`src/hdl/tracker_row_to_midi_events_defines.svh`:
```
// assertion helpers for the midi event encoder
// both expect clk and rst_n in the enclosing scope
`ifndef TRACKER_ROW_TO_MIDI_EVENTS_DEFINES_SVH
`define TRACKER_ROW_TO_MIDI_EVENTS_DEFINES_SVH

// same-cycle implication
`define TRME_ASSERT_IMPL(label, ante, cons, msg) \
    label: assert property (@(posedge clk) disable iff (!rst_n) (ante) |-> (cons)) \
        else $error(msg);

// next-cycle implication
`define TRME_ASSERT_NEXT(label, ante, cons, msg) \
    label: assert property (@(posedge clk) disable iff (!rst_n) (ante) |=> (cons)) \
        else $error(msg);

`endif

```
`src/hdl/trme_pkg.sv`:
```
package trme_pkg;

    localparam int TIME_W  = 28;
    localparam int DIV_W   = 11;
    localparam int QUO_W   = 26;
    localparam int CFG_IDX_W = 2;
    localparam int CFG_VAL_W = 10;

    localparam logic [QUO_W-1:0] USEC_PER_MINUTE = 26'd60000000;
    localparam logic [23:0]      TEMPO_MAX       = 24'hFFFFFF;
    localparam logic [9:0]       TEMPO_RESET     = 10'd120;
    localparam logic [7:0]       NO_NOTE         = 8'hFF;

    // status nibbles and meta bytes
    localparam logic [3:0] STAT_NOTE_OFF = 4'h8;
    localparam logic [3:0] STAT_NOTE_ON  = 4'h9;
    localparam logic [3:0] STAT_PROGRAM  = 4'hC;
    localparam logic [7:0] META_STATUS   = 8'hFF;
    localparam logic [7:0] META_TEMPO    = 8'h51;
    localparam logic [7:0] META_TEMPO_LEN = 8'h03;
    localparam logic [7:0] META_EOT      = 8'h2F;

    // effect codes
    localparam logic [7:0] EFF_NOTE_OFF    = 8'd1;
    localparam logic [7:0] EFF_TEMPO_UP    = 8'd4;
    localparam logic [7:0] EFF_TEMPO_DOWN  = 8'd5;
    localparam logic [7:0] EFF_TEMPO_TWICE = 8'd6;
    localparam logic [7:0] EFF_TEMPO_HALF  = 8'd7;
    localparam logic [7:0] EFF_PROGRAM     = 8'd9;

    localparam logic OP_ROW   = 1'b0;
    localparam logic OP_FLUSH = 1'b1;

    localparam logic [CFG_IDX_W-1:0] CFG_CHANNEL = 2'd0;
    localparam logic [CFG_IDX_W-1:0] CFG_TEMPO   = 2'd1;

    typedef struct packed {
        logic              operation;
        logic [TIME_W-1:0] beat_time;
        logic [7:0]        note_code;
        logic [6:0]        velocity;
        logic [7:0]        effect_code;
        logic [7:0]        effect_value;
    } in_item_t;

    typedef struct packed {
        logic [7:0] midi_byte;
        logic       last_byte;
    } out_item_t;

    typedef enum logic [3:0] {
        ST_IDLE = 4'b0001,
        ST_DIV  = 4'b0010,
        ST_LOAD = 4'b0100,
        ST_SEND = 4'b1000
    } state_t;

endpackage

```
`src/hdl/trme_ifs.sv`:
```
interface trme_row_if;
    import trme_pkg::*;
    logic     valid;
    logic     ready;
    in_item_t data;
    modport source (output valid, output data, input ready);
    modport sink (input valid, input data, output ready);
endinterface

interface trme_byte_if;
    import trme_pkg::*;
    logic      valid;
    logic      ready;
    out_item_t data;
    modport source (output valid, output data, input ready);
    modport sink (input valid, input data, output ready);
endinterface

interface trme_cfg_if;
    import trme_pkg::*;
    logic                 valid;
    logic                 ready;
    logic [CFG_IDX_W-1:0] index;
    logic [CFG_VAL_W-1:0] value;
    modport source (output valid, output index, output value, input ready);
    modport sink (input valid, input index, input value, output ready);
endinterface

```
`src/hdl/tracker_row_to_midi_events.sv`:
```
// tracker row to midi byte stream encoder
// after the row transaction the output segments are loaded, first running the 26-step
// serial divider when a tempo effect needs it; bytes then go out one per cycle while midi.ready is high
// a new row is accepted only once the previous row's last byte has gone; 0 to 18 bytes per row
// reset: channel 0, base tempo 120, no note sounding, event time 0; no memory to clear
`include "tracker_row_to_midi_events_defines.svh"

module tracker_row_to_midi_events (
    input  logic         clk,
    input  logic         rst_n,
    trme_cfg_if.sink     cfg,
    trme_row_if.sink     row,
    trme_byte_if.source  midi
);
    import trme_pkg::*;

    // configuration
    logic [3:0]        chan_reg;
    logic [9:0]        base_reg;

    // track state
    logic [7:0]        snd_reg;
    logic [TIME_W-1:0] time_reg;

    // latched row
    logic              op_reg;
    logic [TIME_W-1:0] beat_reg;
    logic [7:0]        code_reg;
    logic [6:0]        vel_reg;
    logic [7:0]        eff_reg;
    logic [7:0]        val_reg;
    logic              sat_reg;

    state_t            state_reg;

    // output segments, each shifted out from its top byte
    logic [31:0]       dl_sr_reg;
    logic [2:0]        dl_cnt_reg;
    logic [47:0]       ef_sr_reg;
    logic [2:0]        ef_cnt_reg;
    logic              zr_reg;
    logic [55:0]       nt_sr_reg;
    logic [2:0]        nt_cnt_reg;

    logic              row_hs;
    logic              midi_hs;

    // ---------------------------------------------------------------
    // tempo divisor, formed while the row transaction happens
    // ---------------------------------------------------------------
    logic signed [11:0] bpm;
    logic               is_tempo;
    logic               bpm_pos;
    logic               div_start;
    logic               div_done;
    logic [QUO_W-1:0]   div_quo;

    always_comb
    begin
        case (row.data.effect_code)
            EFF_TEMPO_UP:    bpm = $signed({2'b00, base_reg}) + $signed({4'h0, row.data.effect_value});
            EFF_TEMPO_DOWN:  bpm = $signed({2'b00, base_reg}) - $signed({4'h0, row.data.effect_value});
            EFF_TEMPO_TWICE: bpm = $signed({1'b0, base_reg, 1'b0});
            default:         bpm = $signed({3'b000, base_reg[9:1]});
        endcase
    end

    assign is_tempo  = (row.data.operation == OP_ROW)
                       && (row.data.effect_code >= EFF_TEMPO_UP)
                       && (row.data.effect_code <= EFF_TEMPO_HALF);
    assign bpm_pos   = !bpm[11] && (bpm != 12'sd0);
    assign row_hs    = row.valid && row.ready;
    assign midi_hs   = midi.valid && midi.ready;
    // zero or negative divisor saturates, no division needed
    assign div_start = row_hs && is_tempo && bpm_pos;

    trme_div u_div (
        .clk      (clk),
        .rst_n    (rst_n),
        .start    (div_start),
        .divisor  (bpm[DIV_W-1:0]),
        .done     (div_done),
        .quotient (div_quo)
    );

    // ---------------------------------------------------------------
    // segment build from the latched row and the quotient
    // ---------------------------------------------------------------
    logic [TIME_W-1:0] delta;
    logic [31:0]       vlq_full;
    logic [2:0]        vlq_k;
    logic [31:0]       vlq_sr;
    logic [23:0]       tempo_val;
    logic              has_note;
    logic [7:0]        new_note;
    logic [7:0]        snd_mid;
    logic [7:0]        snd_after;
    logic [47:0]       ld_ef_sr;
    logic [2:0]        ld_ef_len;
    logic [55:0]       ld_nt_sr;
    logic [2:0]        ld_nt_len;
    logic              ld_zr;
    logic              ld_dl_on;

    always_comb
    begin
        delta    = beat_reg - time_reg;
        vlq_full = {1'b1, delta[27:21], 1'b1, delta[20:14], 1'b1, delta[13:7],
                    1'b0, delta[6:0]};
        // group count of the variable-length quantity
        if (delta[27:21] != '0)
            vlq_k = 3'd4;
        else if (delta[27:14] != '0)
            vlq_k = 3'd3;
        else if (delta[27:7] != '0)
            vlq_k = 3'd2;
        else
            vlq_k = 3'd1;
        case (vlq_k)
            3'd4:    vlq_sr = vlq_full;
            3'd3:    vlq_sr = {vlq_full[23:0], 8'h00};
            3'd2:    vlq_sr = {vlq_full[15:0], 16'h0000};
            default: vlq_sr = {vlq_full[7:0], 24'h000000};
        endcase

        if (sat_reg || (div_quo[QUO_W-1:24] != '0))
            tempo_val = TEMPO_MAX;
        else
            tempo_val = div_quo[23:0];

        has_note  = (code_reg != 8'h00) && (code_reg != NO_NOTE);
        new_note  = code_reg - 8'd1;
        snd_mid   = has_note ? new_note : snd_reg;
        snd_after = snd_mid;
        ld_ef_sr  = '0;
        ld_ef_len = 3'd0;
        ld_nt_sr  = '0;
        ld_nt_len = 3'd0;
        ld_zr     = 1'b0;
        ld_dl_on  = 1'b0;

        if (op_reg == OP_FLUSH)
        begin
            // note-off for a sounding note, then 00 ff 2f 00
            snd_after = NO_NOTE;
            if (snd_reg != NO_NOTE)
            begin
                ld_dl_on  = 1'b1;
                ld_ef_sr  = {STAT_NOTE_OFF, chan_reg, snd_reg, 8'h00, 24'h000000};
                ld_ef_len = 3'd3;
            end
            ld_zr     = 1'b1;
            ld_nt_sr  = {META_STATUS, META_EOT, 8'h00, 32'h00000000};
            ld_nt_len = 3'd3;
        end
        else
        begin
            if (has_note)
            begin
                if (snd_reg != NO_NOTE)
                begin
                    ld_nt_sr  = {STAT_NOTE_OFF, chan_reg, snd_reg, 8'h00, 8'h00,
                                 STAT_NOTE_ON, chan_reg, new_note, 1'b0, vel_reg};
                    ld_nt_len = 3'd7;
                end
                else
                begin
                    ld_nt_sr  = {STAT_NOTE_ON, chan_reg, new_note, 1'b0, vel_reg, 32'h00000000};
                    ld_nt_len = 3'd3;
                end
            end

            if (eff_reg == EFF_NOTE_OFF)
            begin
                // names the note of this row when there is one
                if (snd_mid != NO_NOTE)
                begin
                    ld_ef_sr  = {STAT_NOTE_OFF, chan_reg, snd_mid, 8'h00, 24'h000000};
                    ld_ef_len = 3'd3;
                    snd_after = NO_NOTE;
                end
            end
            else if ((eff_reg >= EFF_TEMPO_UP) && (eff_reg <= EFF_TEMPO_HALF))
            begin
                ld_ef_sr  = {META_STATUS, META_TEMPO, META_TEMPO_LEN, tempo_val};
                ld_ef_len = 3'd6;
            end
            else if (eff_reg == EFF_PROGRAM)
            begin
                ld_ef_sr  = {STAT_PROGRAM, chan_reg, val_reg, 32'h00000000};
                ld_ef_len = 3'd2;
            end

            ld_zr    = (ld_ef_len != 3'd0) && (ld_nt_len != 3'd0);
            ld_dl_on = (ld_ef_len != 3'd0) || (ld_nt_len != 3'd0);
        end
    end

    // ---------------------------------------------------------------
    // byte selection: delta, effect, zero delta, note, in that order
    // ---------------------------------------------------------------
    logic [7:0] cur_byte;
    logic       cur_last;

    always_comb
    begin
        if (dl_cnt_reg != 3'd0)
            cur_byte = dl_sr_reg[31:24];
        else if (ef_cnt_reg != 3'd0)
            cur_byte = ef_sr_reg[47:40];
        else if (zr_reg)
            cur_byte = 8'h00;
        else
            cur_byte = nt_sr_reg[55:48];

        cur_last = (nt_cnt_reg == 3'd1)
                   || ((nt_cnt_reg == 3'd0) && !zr_reg
                       && (((ef_cnt_reg == 3'd1) && (dl_cnt_reg == 3'd0))
                           || ((ef_cnt_reg == 3'd0) && (dl_cnt_reg == 3'd1))));
    end

    assign row.ready            = (state_reg == ST_IDLE);
    assign midi.valid           = (state_reg == ST_SEND);
    assign midi.data.midi_byte  = cur_byte;
    assign midi.data.last_byte  = cur_last;
    assign cfg.ready            = 1'b1;

    // ---------------------------------------------------------------
    // configuration registers
    // ---------------------------------------------------------------
    always_ff @(posedge clk or negedge rst_n)
    begin
        if (!rst_n)
        begin
            chan_reg <= 4'h0;
            base_reg <= TEMPO_RESET;
        end
        else if (cfg.valid && cfg.ready)
        begin
            case (cfg.index)
                CFG_CHANNEL: chan_reg <= cfg.value[3:0];
                CFG_TEMPO:   base_reg <= cfg.value;
                default:     ;
            endcase
        end
    end

    // latched row payload
    always_ff @(posedge clk)
    begin
        if (row_hs)
        begin
            op_reg   <= row.data.operation;
            beat_reg <= row.data.beat_time;
            code_reg <= row.data.note_code;
            vel_reg  <= row.data.velocity;
            eff_reg  <= row.data.effect_code;
            val_reg  <= row.data.effect_value;
            sat_reg  <= !bpm_pos;
        end
    end

    // ---------------------------------------------------------------
    // sequencer
    // ---------------------------------------------------------------
    always_ff @(posedge clk or negedge rst_n)
    begin
        if (!rst_n)
        begin
            state_reg  <= ST_IDLE;
            snd_reg    <= NO_NOTE;
            time_reg   <= '0;
            dl_cnt_reg <= 3'd0;
            ef_cnt_reg <= 3'd0;
            nt_cnt_reg <= 3'd0;
            zr_reg     <= 1'b0;
            dl_sr_reg  <= '0;
            ef_sr_reg  <= '0;
            nt_sr_reg  <= '0;
        end
        else
        begin
            case (state_reg)
                ST_IDLE:
                begin
                    if (row_hs)
                        state_reg <= div_start ? ST_DIV : ST_LOAD;
                end
                ST_DIV:
                begin
                    if (div_done)
                        state_reg <= ST_LOAD;
                end
                ST_LOAD:
                begin
                    // silent rows leave the track state untouched
                    if (ld_dl_on || (op_reg == OP_FLUSH))
                    begin
                        snd_reg    <= snd_after;
                        dl_sr_reg  <= vlq_sr;
                        dl_cnt_reg <= ld_dl_on ? vlq_k : 3'd0;
                        ef_sr_reg  <= ld_ef_sr;
                        ef_cnt_reg <= ld_ef_len;
                        zr_reg     <= ld_zr;
                        nt_sr_reg  <= ld_nt_sr;
                        nt_cnt_reg <= ld_nt_len;
                        if (ld_dl_on)
                            time_reg <= beat_reg;
                        state_reg <= ST_SEND;
                    end
                    else
                        state_reg <= ST_IDLE;
                end
                ST_SEND:
                begin
                    if (midi_hs)
                    begin
                        if (dl_cnt_reg != 3'd0)
                        begin
                            dl_sr_reg  <= {dl_sr_reg[23:0], 8'h00};
                            dl_cnt_reg <= dl_cnt_reg - 3'd1;
                        end
                        else if (ef_cnt_reg != 3'd0)
                        begin
                            ef_sr_reg  <= {ef_sr_reg[39:0], 8'h00};
                            ef_cnt_reg <= ef_cnt_reg - 3'd1;
                        end
                        else if (zr_reg)
                            zr_reg <= 1'b0;
                        else
                        begin
                            nt_sr_reg  <= {nt_sr_reg[47:0], 8'h00};
                            nt_cnt_reg <= nt_cnt_reg - 3'd1;
                        end
                        if (cur_last)
                            state_reg <= ST_IDLE;
                    end
                end
                default:
                    state_reg <= ST_IDLE;
            endcase
        end
    end

    // ---------------------------------------------------------------
    // checks
    // ---------------------------------------------------------------
    `TRME_ASSERT_IMPL(a_div_done_in_div, div_done, state_reg == ST_DIV, "divider finished outside the divide wait")
    `TRME_ASSERT_NEXT(a_last_frees_input, midi_hs && midi.data.last_byte, row.ready, "final byte did not release the row input")
    `TRME_ASSERT_IMPL(a_send_has_bytes, state_reg == ST_SEND, (dl_cnt_reg != 3'd0) || (ef_cnt_reg != 3'd0) || zr_reg || (nt_cnt_reg != 3'd0), "send state with no bytes left")

endmodule

```
`src/hdl/trme_div.sv`:
```
module trme_div (
    input  logic                        clk,
    input  logic                        rst_n,
    input  logic                        start,
    input  logic [trme_pkg::DIV_W-1:0]  divisor,
    output logic                        done,
    output logic [trme_pkg::QUO_W-1:0]  quotient
);
    import trme_pkg::*;

    localparam int CNT_W = $clog2(QUO_W + 1);

    logic [DIV_W-1:0] div_reg;
    logic [DIV_W-1:0] rem_reg, rem_next;
    logic [QUO_W-1:0] quo_reg, quo_next;
    logic [CNT_W-1:0] cnt_reg;
    logic             busy_reg;
    logic             done_reg;
    logic [DIV_W:0]   trial;
    logic [DIV_W:0]   diff;
    logic             fits;

    // one restoring step: shift in next dividend bit, trial subtract
    always_comb
    begin
        trial    = {rem_reg, quo_reg[QUO_W-1]};
        diff     = trial - {1'b0, div_reg};
        fits     = trial >= {1'b0, div_reg};
        rem_next = fits ? diff[DIV_W-1:0] : trial[DIV_W-1:0];
        quo_next = {quo_reg[QUO_W-2:0], fits};
    end

    always_ff @(posedge clk or negedge rst_n)
    begin
        if (!rst_n)
        begin
            busy_reg <= 1'b0;
            done_reg <= 1'b0;
            cnt_reg  <= '0;
        end
        else
        begin
            done_reg <= 1'b0;
            if (start)
            begin
                busy_reg <= 1'b1;
                cnt_reg  <= CNT_W'(QUO_W);
            end
            else if (busy_reg)
            begin
                cnt_reg <= cnt_reg - 1'b1;
                if (cnt_reg == CNT_W'(1))
                begin
                    busy_reg <= 1'b0;
                    done_reg <= 1'b1;
                end
            end
        end
    end

    always_ff @(posedge clk)
    begin
        if (start)
        begin
            div_reg <= divisor;
            rem_reg <= '0;
            quo_reg <= USEC_PER_MINUTE;
        end
        else if (busy_reg)
        begin
            rem_reg <= rem_next;
            quo_reg <= quo_next;
        end
    end

    assign done     = done_reg;
    assign quotient = quo_reg;

endmodule

```
`src/flat_wrapper.sv`:
```
// flat-port wrapper written by rule: the top's interface ports become plain ports
module tracker_row_to_midi_events_flat import trme_pkg::*;
  (clk, rst_n, cfg_valid, cfg_index, cfg_value, cfg_ready, row_valid, row_data, row_ready, midi_valid, midi_data, midi_ready);
  trme_cfg_if cfg_i ();
  trme_row_if row_i ();
  trme_byte_if midi_i ();
  input  logic clk;
  input  logic rst_n;
  input wire logic [$bits(cfg_i.valid)-1:0] cfg_valid;
  input wire logic [$bits(cfg_i.index)-1:0] cfg_index;
  input wire logic [$bits(cfg_i.value)-1:0] cfg_value;
  output wire logic [$bits(cfg_i.ready)-1:0] cfg_ready;
  input wire logic [$bits(row_i.valid)-1:0] row_valid;
  input wire logic [$bits(row_i.data)-1:0] row_data;
  output wire logic [$bits(row_i.ready)-1:0] row_ready;
  output wire logic [$bits(midi_i.valid)-1:0] midi_valid;
  output wire logic [$bits(midi_i.data)-1:0] midi_data;
  input wire logic [$bits(midi_i.ready)-1:0] midi_ready;
  assign cfg_i.valid = cfg_valid;
  assign cfg_i.index = cfg_index;
  assign cfg_i.value = cfg_value;
  assign cfg_ready = cfg_i.ready;
  assign row_i.valid = row_valid;
  assign row_i.data = row_data;
  assign row_ready = row_i.ready;
  assign midi_valid = midi_i.valid;
  assign midi_data = midi_i.data;
  assign midi_i.ready = midi_ready;
  tracker_row_to_midi_events u_core (.clk(clk), .rst_n(rst_n), .cfg(cfg_i), .row(row_i), .midi(midi_i));
endmodule
```
`config.mk`:
```
export PLATFORM = sky130hd
export DESIGN_NAME = tracker_row_to_midi_events_flat
export DESIGN_NICKNAME = d
export VERILOG_FILES = /design/src/hdl/trme_pkg.sv /design/src/hdl/trme_ifs.sv /design/src/hdl/tracker_row_to_midi_events.sv /design/src/hdl/trme_div.sv /design/src/flat_wrapper.sv
export VERILOG_INCLUDE_DIRS = /design/src /design/src/hdl
export SDC_FILE = /design/constraint.sdc
export NUM_CORES = 1
export LEC_CHECK = 0
export ABC_AREA = 0
export BUFFER_PORTS_ARGS = -buffer_cell sky130_fd_sc_hd__buf_2
export CORE_UTILIZATION = 35
export CTS_CLUSTER_SIZE = 14
export DETAILED_ROUTE_END_ITERATION = 6
export PLACE_DENSITY = 0.48
export SYNTH_ARGS = -nofsm -noshare
export SYNTH_HDL_FRONTEND = slang
export SYNTH_SLANG_ARGS = --single-unit
```
`constraint.sdc`:
```
create_clock -name clk -period 3.39 [get_ports clk]
set_input_delay 0.678 -clock clk [delete_from_list [all_inputs] [get_ports clk]]
set_output_delay 0.678 -clock clk [all_outputs]
set_load 0.01 [all_outputs]
```
* Word-level counts from Yosys, hierarchy flattened
Cells that the tools add are included.
Storage, ports and cells: bits of input ports 77, latch bits 0, memory bits (writable) 0, output and inout port bits 12, ROM bits 0, register bits 316, word-level logic and storage cells 205, memories kept 0
Cells by class: order comparisons 5, bitwise logic cells 1, $add $sub $neg 9, div/mod/pow operators 0, equal/unequal tests 30, reduce and logical (&&, ||, !) cells 47, multipliers 0, shift operators 0, muxes and demuxes 88
Operator list (count):
- two-way mux 48 bit | 10
- two-way mux 56 bit | 7
- case mux 56 bit (2 select lines) | 1
- two-way mux 32 bit | 3
- case mux 32 bit (3 select lines) | 1
- case mux 48 bit (2 select lines) | 1
- two-way mux 3 bit | 24
- case mux 32 bit (2 select lines) | 1
- two-way mux 8 bit | 7
- two-way mux 53 bit | 1
- case mux 12 bit (3 select lines) | 1
- subtractor 28 bit | 1
- equality test 8 x 3 -> 1 bit, second input constant | 3
- two-way mux 24 bit | 1
- != test 8 bit, second input constant | 3
- nonzero test 21 bit | 1
- two-way mux 4 bit | 5
- != test 2 bit, second input constant | 9
- case mux 3 bit (2 select lines) | 3
- greater-or-equal comparator 8 x 3 -> 1 bit, second input constant | 2
- less-or-equal comparator 8 x 3 -> 1 bit, second input constant | 2
- case mux 4 bit (4 select lines) | 1
- logical AND 1 bit | 14
- nonzero test 14 bit | 1
- other kinds (39) | 77

* Longest topological paths before layout
Gate-level depths: netlist of the first run.
word-level depth 13, gate-level depth with buffers 16, gate-level depth less buffers 14

* Modules after synthesis
Synthesis of the first run repeated with hierarchy kept, for this count alone.
Second synthesis, totals: cells, all modules 1929, area total of the unflattened synthesis 17556.8 µm²
By module, submodules not included:
- tracker_row_to_midi_events | times used 1, area an instance 14838.0 µm², cells an instance 1651, seq. area each 6802.8 µm²
- trme_div | times used 1, area an instance 2718.9 µm², cells an instance 278, seq. area each 1246.2 µm²

* Worst setup path before layout of the first run
No wires, ideal clock.
path kind in2reg, start point input row_data[0], end point register u_core.u_div.div_reg[0] (enable), path buffers 2, stages 14, arrival 3672 ps, slack -560 ps, required time 3112 ps, library setup time 278 ps, cells stage by stage ha_1 > inv_1 > fa_1 > a21o_1 > a21oi_1 > o21bai_1 > o41ai_1 > mux2i_1 > a31oi_1 > a2111o_1 > or4_1 > and3_1 > buf_2 > buf_2
On the way: word-level cells in the longest chain between the ends 5, elaborated cells on any way between the ends 7, classes of those cells 2 x add/sub; 1 x mux; 4 x reduce/logical
Ends and longest elaborated chain:
- from (decl) | line flat_wrapper.sv:14 | input wire logic [$bits(row_i.data)-1:0] row_data;
- subtractor 10 x 8 -> 11 bit or adder 10 x 8 -> 11 bit (tied branches) | line tracker_row_to_midi_events.sv:62, tracker_row_to_midi_events.sv:61
- case mux 12 bit (3 select lines) * | line tracker_row_to_midi_events.sv:60 | case (row.data.effect_code)
- nonzero test 12 bit or zero test 1 bit (tied branches) | line tracker_row_to_midi_events.sv:71 | assign bpm_pos = !bpm[11] && (bpm != 12'sd0);
- logical AND 1 bit * | line tracker_row_to_midi_events.sv:71
- logical AND 1 bit * | line tracker_row_to_midi_events.sv:75 | assign div_start = row_hs && is_tempo && bpm_pos;
- net u_core.div_start | line tracker_row_to_midi_events.sv:54 | logic div_start;
- to (signal assigned) | line trme_div.sv:65 | div_reg <= divisor;
- to (decl) | line trme_div.sv:13 | logic [DIV_W-1:0] div_reg;
The timed path passes the listed nets; every way through them passes the cells marked *. A chain may end at the register's enable or synchronous reset.

* Worst setup path in the final report of the first run
start point register u_core.base_reg[0], end point register u_core.u_div.quo_reg[24] (netlist: u_core.u_div.quotient[24])
On the way: word-level cells in the longest chain between the ends 5, elaborated cells on any way between the ends 7, classes of those cells 2 x add/sub; 1 x mux; 4 x reduce/logical
Ends and longest elaborated chain:
- from (decl) | line tracker_row_to_midi_events.sv:19 | logic [9:0] base_reg;
- from (signal assigned) | line tracker_row_to_midi_events.sv:242 | CFG_TEMPO: base_reg <= cfg.value;
- subtractor 10 x 8 -> 11 bit or adder 10 x 8 -> 11 bit (tied branches) | line tracker_row_to_midi_events.sv:62, tracker_row_to_midi_events.sv:61
- case mux 12 bit (3 select lines) * | line tracker_row_to_midi_events.sv:60
- nonzero test 12 bit or zero test 1 bit (tied branches) | line tracker_row_to_midi_events.sv:71
- logical AND 1 bit * | line tracker_row_to_midi_events.sv:71
- logical AND 1 bit * | line tracker_row_to_midi_events.sv:75
- to (signal assigned) | line trme_div.sv:72 | quo_reg <= quo_next;
- to (decl) | line trme_div.sv:15 | logic [QUO_W-1:0] quo_reg, quo_next;
Every way passes the cells marked *; elsewhere a longest branch is shown, timed or not.

==> results of run 1 <==
[repair_timing]
action,CTS,global route
endpoints found under the setup margin,100,140
pin swaps,33,37
resized for setup,55,101
gates cloned,4,2
setup buffers,21,15
[cell type report]
type	instances	area, um2	share of cell area [%]
clock inverter	12	138	0.614
sequential	314	8050	35.9
tap	664	831	3.71
multi-input combinational	1394	9350	41.7
clock buffer	56	1120	5.01
timing repair buffer	337	2550	11.4
inverter	96	362	1.61
[power by group]
| part | switching (mW) | internal [mW] |
|---|---|---|
| Clock | 1.63 | 2.46 |
| Sequential | 0.950 | 5.37 |
| Combinational | 6.38 | 4.94 |
[critical path: stages (launching register included)]
cell                       delay [ns]
sky130_fd_sc_hd__dfrtp_1         0.39
sky130_fd_sc_hd__inv_2           0.09
sky130_fd_sc_hd__ha_4            0.14
sky130_fd_sc_hd__inv_2           0.04
sky130_fd_sc_hd__fa_2            0.38
sky130_fd_sc_hd__a21o_1          0.21
sky130_fd_sc_hd__a21oi_2         0.18
sky130_fd_sc_hd__o21bai_2        0.09
sky130_fd_sc_hd__o41ai_2         0.36
sky130_fd_sc_hd__mux2i_1         0.22
sky130_fd_sc_hd__a31oi_1         0.12
sky130_fd_sc_hd__a2111o_1        0.32
sky130_fd_sc_hd__or4_4           0.49
sky130_fd_sc_hd__and3_4          0.22
sky130_fd_sc_hd__a211o_1         0.27
[metal layers]
layer,up-vias,global-route usage (%)
met1,7220,29.7
met4,0,5.07
met2,278,32.8
met5,-,0
met3,61,2.90
li1,7398,-
[cells by family after synthesis]
family,after synthesis
mux,56
fa+ha+maj,71
simple gates,604
flops,314
xor+xnor,43
other cells,1
compound gates,615
buf+inv,212
[layout by cell type, fill, tap and decap left out, drive strengths merged, types with 13 or more instances in the layout]
cell and count:
edfxtp 72, mux2i 37, clkbuf 58, buf 335, nand3 33, o211ai 16
o21ai 220, nor3 22, nor2b 19, nor4 13, nand2 249, a211oi 16
dfxtp 37, a22oi 22, nor2 159, nor3b 18, or3 16, xnor2 19
dfstp 13, a21o 21, and3 13, inv 97, a21oi 147, mux2 19
a31oi 41, a211o 19, ha 67, dfrtp 192, nand2b 20, xor2 24
[how the worst max path moves through the flow]
stage | endpoint | slack, ns | depth (start not counted)
floorplan | u_core.u_div.div_reg[0] | -0.33 | 14
global placement | u_core.u_div.quotient[17] | -0.79 | 13
detailed placement | u_core.u_div.quotient[23] | -0.85 | 13
CTS | u_core.u_div.quotient[23] | -0.25 | 14
global route | u_core.u_div.quotient[23] | -0.35 | 14
finish | u_core.u_div.quotient[24] | -0.25 | 14
[metrics by stage]
| stage | instance area (um2) | cells | TNS, ns | util [%] |
|---|---|---|---|---|
| after floorplan | 17700 | 1916 | -14.84 | - |
| after global placement | 20100 | 2766 | -44.17 | 40.9 |
| after detailed placement | 20100 | 2766 | -47.53 | 40.9 |
| after CTS | 21800 | 2858 | -11.36 | 44.4 |
| after global routing | 22400 | 2873 | -18.50 | 45.6 |
| final | 22400 | 2873 | -10.10 | 45.6 |
==> run summary, run 1 <==
The run finished, with violations left. The final reports fail on negative setup slack. The run gives 57 as the final setup violation count. The routed layout has 15.0k vias.

The congestion estimate from routability-driven global placement came to 0.856. The first TritonRoute pass finished after 7 iterations. The setup slack of the most critical reg-to-reg path came out at -0.25 ns. Startpoint class of the critical path: a register. Capture point of the worst reg-to-reg path: u_core.u_div.quotient[24].

Summing the areas of all and, or, nand and nor instances in the mapped netlist gives 16.0% of the synthesized area. Hold is met by 0.121 ns. STA classifies the critical path endpoint as a register.

The worst min-delay path class is input pin to async pin. The die covers 50900 um2. Across the run, the number of max-cap violations was 0. Buffers placed on the I/O ports in this run total 87. Ratio of final minimum period to clock period: 107%.

The total power per unit cell area was 970 nW/um2; the proportion of synthesized chip area in sequential cells was 46.0%. The biggest area contributor in the post-synthesis netlist is sky130_fd_sc_hd__dfrtp_1. Static timing analysis puts the maximum clock frequency at 275 MHz. Per-cell routed wire length: 18.2 um. The number of flip-flops under the largest register name came out at 55.

After Yosys synthesis, XOR and XNOR cells account for 2.19% of the synthesized area. The logs give 25500 um for the wire length on met1 and 0 for the remaining antenna violation count. 0 antenna diodes ended up in the layout. After detailed routing, the number of remaining DRC violations is 0. Overall power consumption after layout is estimated at 21.7 mW. In the detailed route, the total length drawn on met3 is 2050 um. Dividing the detail-routed via count by the number of cells gives 5.21. The number of synthesized flops with an enable pin is 72, and the sum of met2 wire segment lengths after detailed routing is 23800 um. Setup slack of the critical path after layout: -0.252 ns. The count of pins on the block boundary was 89.

Of the total synthesized cell area, the portion taken by full adders, half adders and majority gates is 5.25%. Yosys printed 0 warnings. The post-synthesis instance area came out at 17500 um2.

The final-stage net count is 2328, and the area added between synthesis and finish is 27.9%. Required time at the worst-slack endpoint: 3.82 ns. A synthesized cell averages 9.14 um2. The ratio of cells with drive above 1 in the final layout is 25.9%. By area the synthesized netlist is led by sky130_fd_sc_hd__dfrtp_1, sky130_fd_sc_hd__edfxtp_1, sky130_fd_sc_hd__o21ai_0.

The synthesized netlist devotes 22.0% of its cell area to compound gates. Fill cells in the final layout number 4826. After floorplanning, the core was divided into 81 placement rows. Cell depth of the worst flop-to-flop path: 14. The final layout contains routed wiring with a total length of 52300 um. The clock latency on the worst-skew pair is 0.56 ns. The most frequently used cell type in the post-synthesis netlist is sky130_fd_sc_hd__nand2_1. The root buffer cell was sky130_fd_sc_hd__clkbuf_16. Measured along the y axis, the die boundary spans 226 um.

In this run the standard cell core region covers 49200 um2. For the finished layout, the period the worst path requires is 3.64 ns. Setup repair after global routing could not meet its margin everywhere. The critical path data arrival time came out at 4.07 ns.

Counting flops with an async set or reset pin after synthesis yields a share of 65.3%. The number of clock sinks was 314. In this run, the number of DRC markers left after iteration 0 of detailed routing was 955.

Entering global routing, the biggest net connects 68 pins. The clock passes through at most 3 buffers. The wire length of the first global-routing pass came out at 82800 um. The commonest cells after synthesis are sky130_fd_sc_hd__nand2_1, sky130_fd_sc_hd__o21ai_0, sky130_fd_sc_hd__dfrtp_1. IR analysis of the VDD net gives a maximum drop of 0.000472 V. By area, the combinational part of the netlist is dominated by compound AO/OA/AOI/OAI gates. The setup path with the least slack is of type register to register.

In this run, CTS created clock tree buffers numbering 37. The via count of the first global-routing pass came out at 14.8k. The clock tree synthesis step divided the H-tree into 2 levels.

The transition at the pin with the smallest max-transition slack came out at 1.05 ns. The worst pin sits at a relative slew slack of 30.0%. The setup clock skew after layout came out at 0.0260 ns. The number of synthesized register bits was 314.

Along the worst path, the maximum fanout reaches 6. For this run, the total global-route usage over all layers was measured as 20.7%. Detailed placement finished with a half-perimeter wire length of 36700 um. Number of antenna violations at the first check in global routing: 0.

The leakage power figure is 9.47 nW, and the share of the synthesized area in the top cell type is 27.4%. Once the floorplan was initialized, standard cells occupied 35.6% of the core. The highest metal layer with signal wires was met4.

Synthesis handed over a netlist of 1916 instances. Measured along the x axis, the die boundary spans 226 um. The worst register-to-register path begins at u_core.base_reg[0].

TritonCTS built the clock tree. The most used flip-flop cell after synthesis is sky130_fd_sc_hd__dfrtp_1. The logs give 0 for the hold violation total from the final report and -0.853 ns for the worst setup slack after placement. The synthesized net count is 2064. Counting distinct cell types in the post-synthesis netlist gives 90. The most critical setup path has its startpoint at u_core.base_reg[0]. The tools report the final max-slew violation count as 0. After clock tree synthesis, the flow added hold-fix buffers numbering 0.

The fraction of synthesized area in multiplexers was 3.34%; the total global routing overflow was 0. After clock tree synthesis, the clock-pin slew on the worst setup and hold paths is 0.06 ns.
Note: power is estimated with default switching activity, not from simulation.
==> run 2: changes to the inputs <==
--- a/config.mk
+++ b/config.mk
@@ -11,7 +11,7 @@
 export CORE_UTILIZATION = 35
 export CTS_CLUSTER_SIZE = 14
 export DETAILED_ROUTE_END_ITERATION = 6
-export PLACE_DENSITY = 0.48
+export PLACE_DENSITY = 0.46
 export SYNTH_ARGS = -nofsm -noshare
 export SYNTH_HDL_FRONTEND = slang
 export SYNTH_SLANG_ARGS = --single-unit
==> constraint.sdc (replaced) <==
create_clock -name clk -period 4.6 [get_ports clk]
set_input_delay 0.92 -clock clk [delete_from_list [all_inputs] [get_ports clk]]
set_output_delay 0.92 -clock clk [all_outputs]
set_load 0.01 [all_outputs]
==> run 2 against run 1 <==
  * The flow now finishes without violations
  * Maximum frequency shrank 14%
  * First-iteration DRC count grew 9.3%
  * Clock power shrank 24%
  * Die area is the same
  * Final cell count shrank 7.2%
  * Register-to-register slack gained 0.63 ns
  * Sequential cell count is the same
  * Design area shrank 11%
==> run summary, run 2 (synthesis results as in run 1) <==
Root buffer cell: sky130_fd_sc_hd__clkbuf_16. In this run, CTS created clock tree buffers numbering 39. For the final-stage net count, the log shows 2119. Setup slack closes at 0.375 ns. For the pin with the worst max-slew slack, the measured transition is 1.06 ns.

The analysis attributes to cell leakage a power of 8.27 nW. Timing would allow up to 237 MHz. The run gives 0.56 ns as the clock latency on the worst-skew pair. The CTS H-tree depth came out at 2. In the layout the commonest cells are sky130_fd_sc_hd__nand2_1, sky130_fd_sc_hd__o21ai_0, sky130_fd_sc_hd__dfrtp_1. The switching share of power was 41.9%. The floorplan step set the die height to 226 um.

Setup violations remaining at the end of the flow were counted as 0. Most frequent standard cell in the layout excluding fill and tap cells: sky130_fd_sc_hd__nand2_1. For this block, the routed nets add up to 49700 um of wire. Data on the critical path is required at its endpoint by 5.08 ns.

Of the cells placed in the final design, the portion with a size suffix greater than 1 is 12.9%. STA classifies the critical path startpoint as a register. Measured along the x axis, the die boundary spans 226 um. Cell depth of the worst flop-to-flop path: 14. Once detail routing completed, the nets flagged for antenna violations numbered 0. First-iteration detailed-routing DRC count: 1044. Summed over all nets, the switching power comes to 5.83 mW. The run gives 0 as the quantity of hold-fixing buffers added after cts. The routed via count divided by cell count was 5.31; the wire length of the first global-routing pass was 80100 um.

Global routing used 20.0% of the available tracks across all layers. The time the worst path needs with I/O delays and setup works out to 4.23 ns. Row generation in the floorplan step produced 81 rows. The area added between synthesis and finish was 13.9%. For this design, the sink count on the clock tree is 314. For the final-layout fill cell count, the log shows 4978. Measured against its own limit, the worst slew margin works out to 29.6%.

Per report_power, the sequential group accounts for 33.5% of the total. The tools report the critical path endpoint category as a register. By startpoint and endpoint, the worst setup path is classified as register to register.

The worst setup slack after placement is 0.0251 ns, and the setup TNS is 0 ns. Number of antenna violations at the first check in global routing: 0. The register with the most flip-flops in the layout has 55 of them.

The detailed router placed 14.2k vias in this run. The final max-slew violation count is 0, and the highest net fanout along the worst path is 9. After detailed routing, the number of remaining DRC violations is 0. TritonCTS built the clock tree. The share of total power dissipated in the clock network is 22.4%. IR analysis of the VDD net gives a maximum drop of 0.000283 V. Setup repair after global routing left no endpoint under its margin.

The worst-case clock buffer depth is 3. The finished layout holds 2665 standard cells, fillers aside. The floorplan step defined a die boundary enclosing 50900 um2.

Clock-pin slew was measured on the worst setup and hold paths at 0.06 ns. The run gives 0 as the number of max-cap violations. The power share of the combinational group is 44.1%.

The HPWL after detailed placement is 35100 um. Routability-driven placement finished with a final weighted congestion of 0.874. The internal power was 8.09 mW; the count of pins on the block boundary was 89. The starting density of the core was 35.6%. The tools report the total global routing overflow as 0.

The flow ran to the end, and the final reports show no timing, DRC or antenna violations. Entering global routing, the biggest net connects 91 pins. The per-cell routed wire length was 18.6 um; the hold violation total from the final report was 0. Counting tap cells, the placed design contains a total of 2593 instances.

Via count of the first global-routing pass: 13.9k. For this design the ratio of total power to cell area is 698 nW/um2. The ratio of final minimum period to clock period was 91.9%. The run gives 0 as the antenna diode count.

At the worst endpoint, the arrival time is 4.70 ns. The first detailed-routing pass ran for 5 iterations. At the end of the flow the core is filled with cells to 40.6%. The floorplan core area is 49200 um2, and the number of buffer cells added on primary ports is 87.

The worst hold path belongs to the class input pin to async pin. The clock arrives with 0.0229 ns of skew.
run 2: per-layer routing:
metal	track usage (%)	vias to the layer above	wire [um]
li1	-	6990	-
met1	29.2	6797	24600
met2	30.9	307	22200
met3	2.54	57	1930
met4	5.51	0	954
met5	0	-	0
run 2: critical path, cell delays in order, from the launching register on:
cell and delay [ns]:
sky130_fd_sc_hd__edfxtp_1 0.34, sky130_fd_sc_hd__inv_1 0.05, sky130_fd_sc_hd__ha_1 0.22, sky130_fd_sc_hd__fa_1 0.41
sky130_fd_sc_hd__nand2b_1 0.20, sky130_fd_sc_hd__a21oi_1 0.32, sky130_fd_sc_hd__o211ai_1 0.15, sky130_fd_sc_hd__a211o_1 0.36
sky130_fd_sc_hd__a21oi_1 0.31, sky130_fd_sc_hd__mux2_2 0.41, sky130_fd_sc_hd__or3_1 0.55, sky130_fd_sc_hd__nor4_4 0.27
sky130_fd_sc_hd__buf_4 0.22, sky130_fd_sc_hd__o21ai_1 0.12, sky130_fd_sc_hd__a41oi_1 0.23
run 2: area by class of cell:
type / instances / area [um2] / share of cell area (%)
multi-input cells: 1390 / 8590 / 43.1
flip-flops and latches: 314 / 8050 / 40.4
clock buffers: 54 / 1100 / 5.54
well taps: 664 / 831 / 4.17
repair buffers: 130 / 805 / 4.03
inverters: 96 / 362 / 1.81
clock inverters: 17 / 194 / 0.973
run 2: repair_timing:
| action | in CTS | in global routing |
|---|---|---|
| buffers inserted | 0 | 1 |
| setup endpoints to repair | 0 | 9 |
| resized for setup | 0 | 1 |
run 2: final timing paths:
| kind | startpoint | endpoint | slack, ns |
|---|---|---|---|
| hold reg to reg | u_core.nt_sr_reg[0] | u_core.nt_sr_reg[0] | 0.47 |
| min in group clk | u_core.nt_sr_reg[0] | u_core.nt_sr_reg[0] | 0.47 |
| setup reg to reg | u_core.beat_reg[0] | u_core.dl_sr_reg[28] | 0.37 |
| max in group asynchronous | rst_n | u_core.snd_reg[7] | 3.18 |
| setup / recovery | u_core.beat_reg[0] | u_core.dl_sr_reg[28] | 0.37 |
| hold / removal | rst_n | u_core.time_reg[6] | 0.38 |
run 2: through the flow:
step	hold WS, ns	power [mW]	instance area, um2
after floorplan	0.438	8.89	17500
after global placement	0.450	10.7	18600
after detailed placement	0.457	10.8	18600
after CTS	0.399	14.0	19900
after global routing	0.404	15.0	19900
final	0.378	13.9	19900
run 2: power by group through the flow:
stage	clock, mW	sequential, mW	combinational, mW
6_report	3.12	4.67	6.13
5_1_grt	3.33	4.79	6.86
4_1_cts	3.23	4.67	6.11
3_5_place_dp	0	4.70	6.08
3_3_place_gp	0	4.70	6.03
2_1_floorplan	0	4.43	4.46
